===== src/rtl/ncm_pkg.sv =====
`timescale 1ns / 1ps

package ncm_pkg;

	// table size and tail reserve
	localparam int MAX_DATAGRAMS = 64;
	localparam int TAIL_RESERVE  = 2048;

	// transfer block layout
	localparam logic [31:0] NTH32_SIGNATURE = 32'h686D636E;
	localparam logic [31:0] NDP32_SIGNATURE = 32'h306D636E;
	localparam int NTH32_SIZE   = 16;
	localparam int NDP32_SIZE   = 16;
	localparam int ENTRY_BYTES  = 8;
	localparam int FIRST_ENTRY  = 32;
	localparam int HDR_RAW      = FIRST_ENTRY + ENTRY_BYTES + MAX_DATAGRAMS * ENTRY_BYTES;
	localparam logic [19:0] OFFSET_MAX = 20'hFFFFF;

	// derived widths
	localparam int CNT_W   = $clog2(MAX_DATAGRAMS + 1);
	localparam int ENTRY_W = $clog2(FIRST_ENTRY + ENTRY_BYTES * (MAX_DATAGRAMS + 1) + 1);

	// configuration register indexes
	localparam logic [1:0] CFG_NTB_MAX_SIZE      = 2'd0;
	localparam logic [1:0] CFG_PAYLOAD_DIVISOR   = 2'd1;
	localparam logic [1:0] CFG_PAYLOAD_REMAINDER = 2'd2;

	// input operation codes
	localparam logic OP_ADD    = 1'b0;
	localparam logic OP_FINISH = 1'b1;

	typedef enum logic [1:0] {
		WK_STORE16 = 2'd0,
		WK_STORE32 = 2'd1,
		WK_FILL    = 2'd2,
		WK_PLACE   = 2'd3
	} write_kind_t;

	typedef enum logic [1:0] {
		JOB_FIRST  = 2'd0,
		JOB_ADD    = 2'd1,
		JOB_REJECT = 2'd2,
		JOB_FINISH = 2'd3
	} job_kind_t;

	typedef struct packed {
		logic [17:0] ntb_max_size;
		logic [11:0] payload_divisor;
		logic [10:0] payload_remainder;
	} cfg_t;

	// everything needed to emit the results of one transaction
	typedef struct packed {
		job_kind_t          kind;
		logic [ENTRY_W-1:0] entry;
		logic [19:0]        place;
		logic [15:0]        len;
		logic [19:0]        area;
		logic [20:0]        blen;
		logic [15:0]        ndp_len;
		logic [ENTRY_W-1:0] term_off;
		logic               acc;
	} job_t;

	typedef struct packed {
		write_kind_t kind;
		logic [17:0] offset;
		logic [31:0] value;
		logic        accept_more;
		logic        rejected;
		logic        last;
	} res_t;

endpackage


===== src/rtl/ncm_plan.sv =====
`timescale 1ns / 1ps

module ncm_plan import ncm_pkg::*; (
	input  logic        clk,
	input  logic        arst_n,
	input  cfg_t        cfg,
	input  logic        take,
	input  logic        operation,
	input  logic [15:0] datagram_length,
	output job_t        job,
	output logic        job_has
);

	logic [CNT_W-1:0]   count_q;
	logic [19:0]        run_q;
	logic [ENTRY_W-1:0] next_entry_q;
	logic [17:0]        waterline_q;

	logic               first;
	logic               full;
	logic [19:0]        area;
	logic [17:0]        wl_new;
	logic [17:0]        wl;
	logic [19:0]        base;
	logic [19:0]        new_run;
	logic [CNT_W-1:0]   count_inc;
	logic [15:0]        count_x;

	// align up to the divisor, add the remainder, saturate to 20 bits
	function automatic logic [19:0] pad(input logic [20:0] x, input logic [11:0] div,
			input logic [10:0] rem);
		logic [11:0] m;
		logic [21:0] mask;
		logic [21:0] s;
		logic [22:0] v;
		m    = div - 12'd1;
		mask = (div == 12'd0) ? 22'd0 : ~{10'd0, m};
		s    = {1'b0, x} + {10'd0, m};
		v    = {1'b0, s & mask} + {12'd0, rem};
		return (v > {3'd0, OFFSET_MAX}) ? OFFSET_MAX : v[19:0];
	endfunction

	// plan of the transaction against the current block state
	always_comb begin
		first     = (count_q == '0);
		full      = (count_q >= CNT_W'(MAX_DATAGRAMS));
		area      = pad(21'(HDR_RAW), cfg.payload_divisor, cfg.payload_remainder);
		wl_new    = (cfg.ntb_max_size > 18'(TAIL_RESERVE))
		          ? cfg.ntb_max_size - 18'(TAIL_RESERVE) : 18'd0;
		wl        = first ? wl_new : waterline_q;
		base      = first ? area : run_q;
		new_run   = pad({1'b0, base} + {5'd0, datagram_length},
		                cfg.payload_divisor, cfg.payload_remainder);
		count_inc = count_q + CNT_W'(1);
		count_x   = 16'(count_q) + 16'd1;

		job.entry    = first ? ENTRY_W'(FIRST_ENTRY) : next_entry_q;
		job.place    = base;
		job.len      = datagram_length;
		job.area     = area;
		job.ndp_len  = 16'(NDP32_SIZE) + (count_x << 3);
		job.term_off = next_entry_q;
		job.acc      = !(({2'd0, wl} < new_run) || (count_inc >= CNT_W'(MAX_DATAGRAMS)));

		if (operation == OP_FINISH) begin
			job.kind = JOB_FINISH;
			job.blen = {1'b0, run_q};
			job_has  = !first;
		end else if (full) begin
			job.kind = JOB_REJECT;
			job.blen = {1'b0, run_q};
			job_has  = 1'b1;
		end else begin
			job.kind = first ? JOB_FIRST : JOB_ADD;
			job.blen = {1'b0, area} + {5'd0, datagram_length};
			job_has  = 1'b1;
		end
	end

	// block state update on each accepted transaction
	always_ff @(posedge clk or negedge arst_n) begin
		if (!arst_n) begin
			count_q      <= '0;
			run_q        <= '0;
			next_entry_q <= '0;
			waterline_q  <= '0;
		end else if (take) begin
			if (operation == OP_FINISH) begin
				count_q <= '0;
			end else if (!full) begin
				count_q      <= count_inc;
				run_q        <= new_run;
				next_entry_q <= job.entry + ENTRY_W'(ENTRY_BYTES);
				if (first) begin
					waterline_q <= wl_new;
				end
			end
		end
	end

endmodule


===== src/rtl/ncm_emit.sv =====
`timescale 1ns / 1ps

module ncm_emit import ncm_pkg::*; (
	input  logic clk,
	input  logic arst_n,
	input  job_t job_in,
	input  logic job_load,
	output logic job_free,
	output res_t res,
	output logic res_valid,
	input  logic res_ready
);

	job_t        job_q;
	logic        job_valid_q;
	logic [3:0]  step_q;
	res_t        res_q;
	logic        res_valid_q;

	logic        load_out;
	logic [3:0]  final_step;
	logic        at_final;
	logic [3:0]  idx;
	res_t        cur;

	assign load_out = !res_valid_q || res_ready;

	// index of the final result per job kind
	always_comb begin
		case (job_q.kind)
			JOB_FIRST:  final_step = 4'd8;
			JOB_ADD:    final_step = 4'd2;
			JOB_REJECT: final_step = 4'd0;
			JOB_FINISH: final_step = 4'd2;
			default:    final_step = 4'd0;
		endcase
		at_final = (step_q == final_step);
		job_free = !job_valid_q || (load_out && at_final);
	end

	// result selected by job kind and step
	always_comb begin
		idx             = (job_q.kind == JOB_ADD) ? step_q + 4'd6 : step_q;
		cur.kind        = WK_STORE32;
		cur.offset      = '0;
		cur.value       = '0;
		cur.accept_more = job_q.acc;
		cur.rejected    = 1'b0;
		cur.last        = at_final;
		case (job_q.kind)
			JOB_REJECT: begin
				cur.kind        = WK_STORE16;
				cur.accept_more = 1'b0;
				cur.rejected    = 1'b1;
			end
			JOB_FINISH: begin
				cur.accept_more = 1'b1;
				case (step_q)
					4'd0: begin
						cur.kind   = WK_STORE32;
						cur.offset = 18'd8;
						cur.value  = 32'(job_q.blen);
					end
					4'd1: begin
						cur.kind   = WK_STORE16;
						cur.offset = 18'(NDP32_SIZE + 4);
						cur.value  = 32'(job_q.ndp_len);
					end
					default: begin
						cur.kind   = WK_FILL;
						cur.offset = 18'(job_q.term_off);
						cur.value  = 32'(ENTRY_BYTES);
					end
				endcase
			end
			default: begin
				case (idx)
					4'd0: begin
						cur.kind  = WK_FILL;
						cur.value = 32'(job_q.area);
					end
					4'd1: begin
						cur.value = NTH32_SIGNATURE;
					end
					4'd2: begin
						cur.kind   = WK_STORE16;
						cur.offset = 18'd4;
						cur.value  = 32'(NTH32_SIZE);
					end
					4'd3: begin
						cur.offset = 18'd8;
						cur.value  = 32'(job_q.blen);
					end
					4'd4: begin
						cur.offset = 18'd12;
						cur.value  = 32'(NTH32_SIZE);
					end
					4'd5: begin
						cur.offset = 18'(NTH32_SIZE);
						cur.value  = NDP32_SIGNATURE;
					end
					4'd6: begin
						cur.offset = 18'(job_q.entry);
						cur.value  = 32'(job_q.place);
					end
					4'd7: begin
						cur.offset = 18'(job_q.entry) + 18'd4;
						cur.value  = 32'(job_q.len);
					end
					default: begin
						cur.kind   = WK_PLACE;
						cur.offset = job_q.place[17:0];
						cur.value  = 32'(job_q.len);
					end
				endcase
			end
		endcase
	end

	// job register and step counter
	always_ff @(posedge clk or negedge arst_n) begin
		if (!arst_n) begin
			job_valid_q <= 1'b0;
			step_q      <= '0;
		end else begin
			if (job_valid_q && load_out) begin
				step_q <= at_final ? 4'd0 : step_q + 4'd1;
			end
			if (job_load) begin
				job_valid_q <= 1'b1;
			end else if (job_free) begin
				job_valid_q <= 1'b0;
			end
		end
	end

	always_ff @(posedge clk) begin
		if (job_load) begin
			job_q <= job_in;
		end
		if (job_valid_q && load_out) begin
			res_q <= cur;
		end
	end

	// output register
	always_ff @(posedge clk or negedge arst_n) begin
		if (!arst_n) begin
			res_valid_q <= 1'b0;
		end else if (load_out) begin
			res_valid_q <= job_valid_q;
		end
	end

	assign res       = res_q;
	assign res_valid = res_valid_q;

endmodule


===== src/rtl/ncm_ntb32_frame_builder.sv =====
`timescale 1ns / 1ps

// NCM 32-bit transfer block builder
// slave stream: one transaction per add (tuser low) carrying a datagram length
// in tdata, or per finish (tuser high). master stream: buffer writes, tuser the
// write kind, tdata offset, value and status flags, tlast on the final write
// of each input transaction. cfg_we/cfg_addr/cfg_wdata set max block size,
// payload divisor and payload remainder; write only while idle.
// the first write of a transaction passes through the job register and then the
// output register before it is offered.
// one write per cycle while the receiver does not stall; an input transaction
// makes nine writes for the first add of a block, three for other adds and
// for a finish, one for a refused add and none for an empty finish; the result
// sequencer steps through them from the job register.
// the next input is taken in the cycle its predecessor's last write is loaded
// into the output register, so input and output overlap.
// reset clears the block state, the step counter and the valid flags of the job
// and output registers, and restores the default configuration.
// when the receiver stalls the output register holds, the sequencer waits and
// s_axis_tready drops once the job register is occupied.

module ncm_ntb32_frame_builder import ncm_pkg::*; (
	input  logic        clk,
	input  logic        arst_n,
	input  logic        cfg_we,
	input  logic [1:0]  cfg_addr,
	input  logic [17:0] cfg_wdata,
	input  logic        s_axis_tvalid,
	output logic        s_axis_tready,
	input  logic [15:0] s_axis_tdata,   // [15:0] datagram_length
	input  logic        s_axis_tuser,   // [0] operation
	output logic        m_axis_tvalid,
	input  logic        m_axis_tready,
	output logic [55:0] m_axis_tdata,   // [17:0] write_offset, [49:18] write_value,
	                                    // [50] accept_more, [51] rejected, [55:52] zero
	output logic [1:0]  m_axis_tuser,   // [1:0] write_kind
	output logic        m_axis_tlast
);

	cfg_t cfg_q;
	job_t job;
	logic job_has;
	logic job_free;
	logic take;
	res_t res;

	// configuration registers
	always_ff @(posedge clk or negedge arst_n) begin
		if (!arst_n) begin
			cfg_q.ntb_max_size      <= 18'd16384;
			cfg_q.payload_divisor   <= 12'd4;
			cfg_q.payload_remainder <= 11'd2;
		end else if (cfg_we) begin
			case (cfg_addr)
				CFG_NTB_MAX_SIZE:      cfg_q.ntb_max_size      <= cfg_wdata;
				CFG_PAYLOAD_DIVISOR:   cfg_q.payload_divisor   <= cfg_wdata[11:0];
				CFG_PAYLOAD_REMAINDER: cfg_q.payload_remainder <= cfg_wdata[10:0];
				default: ;
			endcase
		end
	end

	assign s_axis_tready = job_free;
	assign take          = s_axis_tvalid && job_free;

	ncm_plan u_plan (
		.clk             (clk),
		.arst_n          (arst_n),
		.cfg             (cfg_q),
		.take            (take),
		.operation       (s_axis_tuser),
		.datagram_length (s_axis_tdata),
		.job             (job),
		.job_has         (job_has)
	);

	ncm_emit u_emit (
		.clk       (clk),
		.arst_n    (arst_n),
		.job_in    (job),
		.job_load  (take && job_has),
		.job_free  (job_free),
		.res       (res),
		.res_valid (m_axis_tvalid),
		.res_ready (m_axis_tready)
	);

	// output packing
	assign m_axis_tdata = {4'd0, res.rejected, res.accept_more, res.value, res.offset};
	assign m_axis_tuser = res.kind;
	assign m_axis_tlast = res.last;

endmodule

===== config.mk =====
export PLATFORM = sky130hd
export DESIGN_NAME = ncm_ntb32_frame_builder
export DESIGN_NICKNAME = d
export VERILOG_FILES = /design/src/rtl/ncm_pkg.sv /design/src/rtl/ncm_plan.sv /design/src/rtl/ncm_emit.sv /design/src/rtl/ncm_ntb32_frame_builder.sv
export SDC_FILE = /design/constraint.sdc
export NUM_CORES = 1
export LEC_CHECK = 0
export BUFFER_PORTS_ARGS = -buffer_cell sky130_fd_sc_hd__buf_2
export CAP_MARGIN = 20
export CELL_PAD_IN_SITES_DETAIL_PLACEMENT = 0
export CELL_PAD_IN_SITES_GLOBAL_PLACEMENT = 2
export CORE_MARGIN = 10
export CORE_UTILIZATION = 36
export DETAILED_ROUTE_END_ITERATION = 12
export PLACE_DENSITY = 0.75
export SYNTH_ARGS = -nofsm -noshare
export SYNTH_HDL_FRONTEND = slang
export SYNTH_SLANG_ARGS = --single-unit
export TNS_END_PERCENT = 30

===== constraint.sdc =====
create_clock -name clk -period 8 [get_ports clk]
set_input_delay 1.6 -clock clk [delete_from_list [all_inputs] [get_ports clk]]
set_output_delay 1.6 -clock clk [all_outputs]
set_load 0.02 [all_outputs]

# == Word-level counts from Yosys, hierarchy flattened ==
# Cells that the tools add are included.
# word_totals
output_inout_bits,61
reg_bits,273
# op_classes
eq_ne,15
reduce_logical,28
magnitude_cmp,6
n_mux,27
n_bitwise,5
add_sub_neg,15
# op_table
op,n
case mux 31 bit (6 select lines),1
case mux 18 bit (7 select lines),1
case mux 52 bit (2 select lines),1
2-to-1 mux 20 bit,5
case mux 50 bit (2 select lines),1
adder 22 x 11 -> 23 bit,2
"greater-than comparator 23 x 20 -> 1 bit, second input constant",2
AND 22 bit,2
adder 20 x 16 -> 21 bit,2
2-to-1 mux 18 bit,2
adder 21 x 12 -> 22 bit,1
2-to-1 mux 22 bit,1
inverter 12 -> 22 bit,1
less-than comparator 18 x 20 -> 1 bit,1
"greater-than comparator 18 x 12 -> 1 bit, second input constant",1
"subtractor 18 x 12 -> 18 bit, second input constant",1
"adder 5 x 16 -> 16 bit, first input constant",1
"equality test 4 x 3 -> 1 bit, second input constant",4
"greater-or-equal comparator 7 bit, second input constant",2
2-to-1 mux 7 bit,2
"adder 10 x 12 -> 13 bit, first input constant",1
logical NOT 12 bit,1
case mux 4 bit (3 select lines),1
"subtractor 12 x 1 -> 12 bit, second input constant",1
30 further kinds,58

# == Longest topological paths before layout ==
# depth
word_depth,17
depth_mapped,41
depth_no_buf,39

# == Modules after synthesis ==
# Synthesis repeated with hierarchy kept, for this count alone.
# hier_totals
hier_cells,1516
hier_area_um2,15877.7
# by_module_without_submodules
mod,cells_each,seq_area_each_um2,n_inst,area_each_um2
ncm_plan,967,1376.3,1,7365.8
ncm_emit,453,5044.8,1,6907.9
ncm_ntb32_frame_builder,96,1029.7,1,1604.0

# == Worst setup path before layout ==
# No wires, ideal clock.
# synth_path
path_type,reg2reg
from,register cfg_q[11] (netlist name)
to,register u_emit.job_q[0] (netlist name) (data pin)
arrival_ns,7.531
setup_ns,0.256
synth_period_minus_slack_ns,7.788
setup_slack_ns,0.212
required_ns,7.744
path_stages_with_launch,40
n_path_buf,1
path_cell_list,dfrtp_1 > inv_1 > ha_1 > nor3b_1 > xor2_1 > ha_1 > and2_1 > ha_1 > nor2b_1 > o21a_1 > nor2_1 > xnor2_1 > mux2i_1 > fa_1 > inv_1 > ha_1 > o21a_1 > or2_1 > [... 4 more ...] > ha_1 > nand3_1 > o31ai_1 > nor2_1 > nor4_2 > a41o_1 > buf_4 > nor2_1 > ha_1 > a21o_1 > a21o_1 > a21oi_1 > nor2b_1 > o21ai_0 > a21oi_1 > o31ai_1 > a21oi_1 > and4bb_1
# synth_lines
item,line_no,rtl
from (decl),ncm_ntb32_frame_builder.sv:40,cfg_t cfg_q;
to (signal assigned),ncm_emit.sv:139,job_q <= job_in;
to (decl),ncm_emit.sv:14,job_t job_q;

==> results.toml <==
[clock_network]
insertion_delay_ns = 0.59
cts_tree = "done"
clkSlewWorstSetupHoldPaths_ns = 0.06
htreeDepth = 1
ctsRootBufferMaster = "clkbuf_16"
cts_buffers = 30
cts_sinks = 250
clk_path_buf_depth = 3

[final_layout]
syn_to_final_growth_pct = 18.9
drive_gt1_share_pct = 21.3
final_common_cell = "nand2_1"
num_antenna_cells = 0
final_nets = 1728
final_cell_mix = "nand2_1 (184), edfxtp_1 (148), dfrtp_1 (99)"

[logic_synthesis]
synth-compound-area-share_pct = 15.6
synth_edf_count = 148
yosys.area_share.simple_pct = 14.8
yosysSeqAreaShare_pct = 47.3
postSynthCellCount = 1427
synth-seq-cells = 250
ys.flop_type = "edfxtp_1"
synth_top_family_by_area = "compound AO/OA/AOI/OAI gates"
synth.avg_cell_area_um2 = 10.4
yosys_warnings = 0
synth_xor_area_share_pct = 4.55
synthArstFlopShare_pct = 40.8
ys_types = 81
synth.cell_area_um2 = 14800
synthAdderAreaFrac_pct = 9.44
synthMuxAreaShare_pct = 4.53

[routing]
post-route-drc-count = 0
viasPerCell = 5.24
avgRoutedWirePerCell_um = 20.1
vias = 11200
routed_wl_um = 43000
drt_pass1_iterations = 5
drtAntennaViolNets = 0
drt_iter0_drc = 711

[global_routing]
grt_pass1_wl_um = 66600
globalRouteTotalUtil_pct = 16.9
grt_overflow = 0
grt_pass1_vias = 11100
antenna_found_initial = 0
grt_max_degree = 71

[sta]
fmax_mhz = 133
worstMarginPinSlew_ns = 0.988
drv_slew = 0
fin_skew_ns = 0.0276
period_share_pct = 94.2
finalHoldViolCount = 0
rsz0062_at_grt = "no"
setup_viol = 0
min_period_ns = 7.53
setup_tns_ns = 0
slew_headroom_pct = 34.1

[place]
portBuffers = 92
dp_hpwl_um = 33500
gp_congestion = 0.867

[floorplanning]
start_util_pct = 36.3
ios = 103
core_area_um2 = 40700
num_rows = 74
dieArea_um2 = 49600
dieHeight_um = 223
die_w_um = 223

[worst_setup_path]
critPathKind = "reg -> reg"
r2r_setup_slack_ns = 0.47
worstPathMaxFanout = 10
cpMaxStageDelayCell = "fa_1"
start_kind = "register"
r2r_start = "cfg_q[15]$_DFFE_PN0P_"
critPathCaptureType = "register"
r2r_end = "u_emit.job_q[0]$_DFFE_PP_"
critPathMaxStageDelay_ns = 0.45
arrival_ns = 7.86
required_ns = 8.33
ff2ff_path_depth = 36

[min_path]
hold-path-endpoint = "u_emit.job_q[1]$_DFFE_PP_"
holdPathStages = 0
hold_start = "u_plan.next_entry_q[0]$_DFFE_PN0P_"
min_path_type = "reg -> reg"

[flow_run]
drv_cap = 0

[outcome]
outcome = "completed"
per-stage QoR:
| step | util (%) | setup slack, ns | hold slack [ns] | instance area (um^2) | cells |
|---|---|---|---|---|---|
| floorplan | - | 0.212 | 0.430 | 14800 | 1443 |
| global placement | 39.9 | 0.150 | 0.449 | 16200 | 2074 |
| detailed placement | 39.9 | 0.0155 | 0.453 | 16200 | 2074 |
| CTS | 42.3 | 0.0407 | 0.467 | 17300 | 2130 |
| global route | 43.2 | 0.0101 | 0.488 | 17600 | 2140 |
| finish | 43.2 | 0.467 | 0.461 | 17600 | 2140 |
cell usage after synthesis, drive strengths merged, types with 16 or more instances:
cell type,number,area share (%)
nor2b,17,0.72
inv,66,1.7
a21oi,68,2.3
and2,36,1.5
nand2b,16,0.68
o21ai,106,3.6
buf,22,0.96
ha,86,7.3
clkbuf,44,1.1
nor3,25,0.95
nor2,92,2.3
nand3,23,0.81
xor2,27,1.6
a21o,26,1.3
edfxtp,148,30
xnor2,49,3.0
mux2,44,3.4
a22oi,22,1.1
fa,16,2.2
nand2,184,4.7
dfrtp,99,17
flip-flops by register name, summed over array words and instances (netlist names):
signal / flops
u_emit.job_valid_q: 1
u_plan.waterline_q: 18
u_plan.next_entry_q: 10
cfg_q: 41
u_plan.run_q: 20
u_emit.job_q: 102
u_emit.res_valid: 1
u_emit.step_q: 4
u_emit.res: 46
u_plan.count_q: 7
critical path: cells and delay by family (launching register included):
| kind | cells | cell delay (ns) |
|---|---|---|
| adders and majority gates | 5 | 1.67 |
| AOI/OAI and AO/OA | 12 | 1.97 |
| DFF | 1 | 0.43 |
| buffers and inverters | 2 | 0.37 |
| and+or+nand+nor | 15 | 2.43 |
| xor gates and xnor gates | 2 | 0.43 |
area by class of cell:
cell class              instances  area [um^2]
multi-input cells            1060         7540
fillers                      3952        23200
flip-flops and latches        250         7000
well taps                     532          666
repair buffers                175         1110
clock inverters                11          115
inverters                      67          251
clock buffers                  45          897
routing by layer:
| metal | global-route usage, % | routed length, um | up-vias | share of wire (%) |
|---|---|---|---|---|
| li1 | - | - | 5466 | - |
| met1 | 23.7 | 20400 | 5422 | 48 |
| met2 | 26.8 | 19600 | 264 | 46 |
| met3 | 2.46 | 1920 | 52 | 4.5 |
| met4 | 4.23 | 1040 | 0 | 2.4 |
| met5 | 0 | 0 | - | 0 |
kinds of logic after synthesis:
group	after synthesis
compound gates	350
xor+xnor	76
fa+ha+maj	102
buf+inv	133
flops	250
mux	59
other cells	1
simple gates	456
timing repair:
item / CTS / global route
hold buffers: 0 / 0
cloned: 0 / 0
endpoints found under the hold margin: 0 / 0
buffers inserted: 0 / 9
pin swaps: 0 / 17
resized for setup: 1 / 53
endpoints found under the setup margin: 1 / 1
worst max path at each step:
stage / from / to / slack, ns / cells past startpoint
detailed placement: cfg_q[11]$_DFFE_PN0P_ / u_emit.job_q[0]$_DFFE_PP_ / 0.02 / 37
global placement: cfg_q[11]$_DFFE_PN0P_ / u_emit.job_q[0]$_DFFE_PP_ / 0.15 / 37
CTS: cfg_q[11]$_DFFE_PN0P_ / u_emit.job_q[0]$_DFFE_PP_ / 0.04 / 35
global route: cfg_q[12]$_DFFE_PN0P_ / u_emit.job_q[0]$_DFFE_PP_ / 0.01 / 37
finish: cfg_q[15]$_DFFE_PN0P_ / u_emit.job_q[0]$_DFFE_PP_ / 0.47 / 36
floorplan: cfg_q[11]$_DFFE_PN0P_ / u_emit.job_q[0]$_DFFE_PP_ / 0.21 / 39
Power is left out: the tool's default activity adds up to more than one toggle a clock period on the data nets, which glitch-free logic cannot reach.
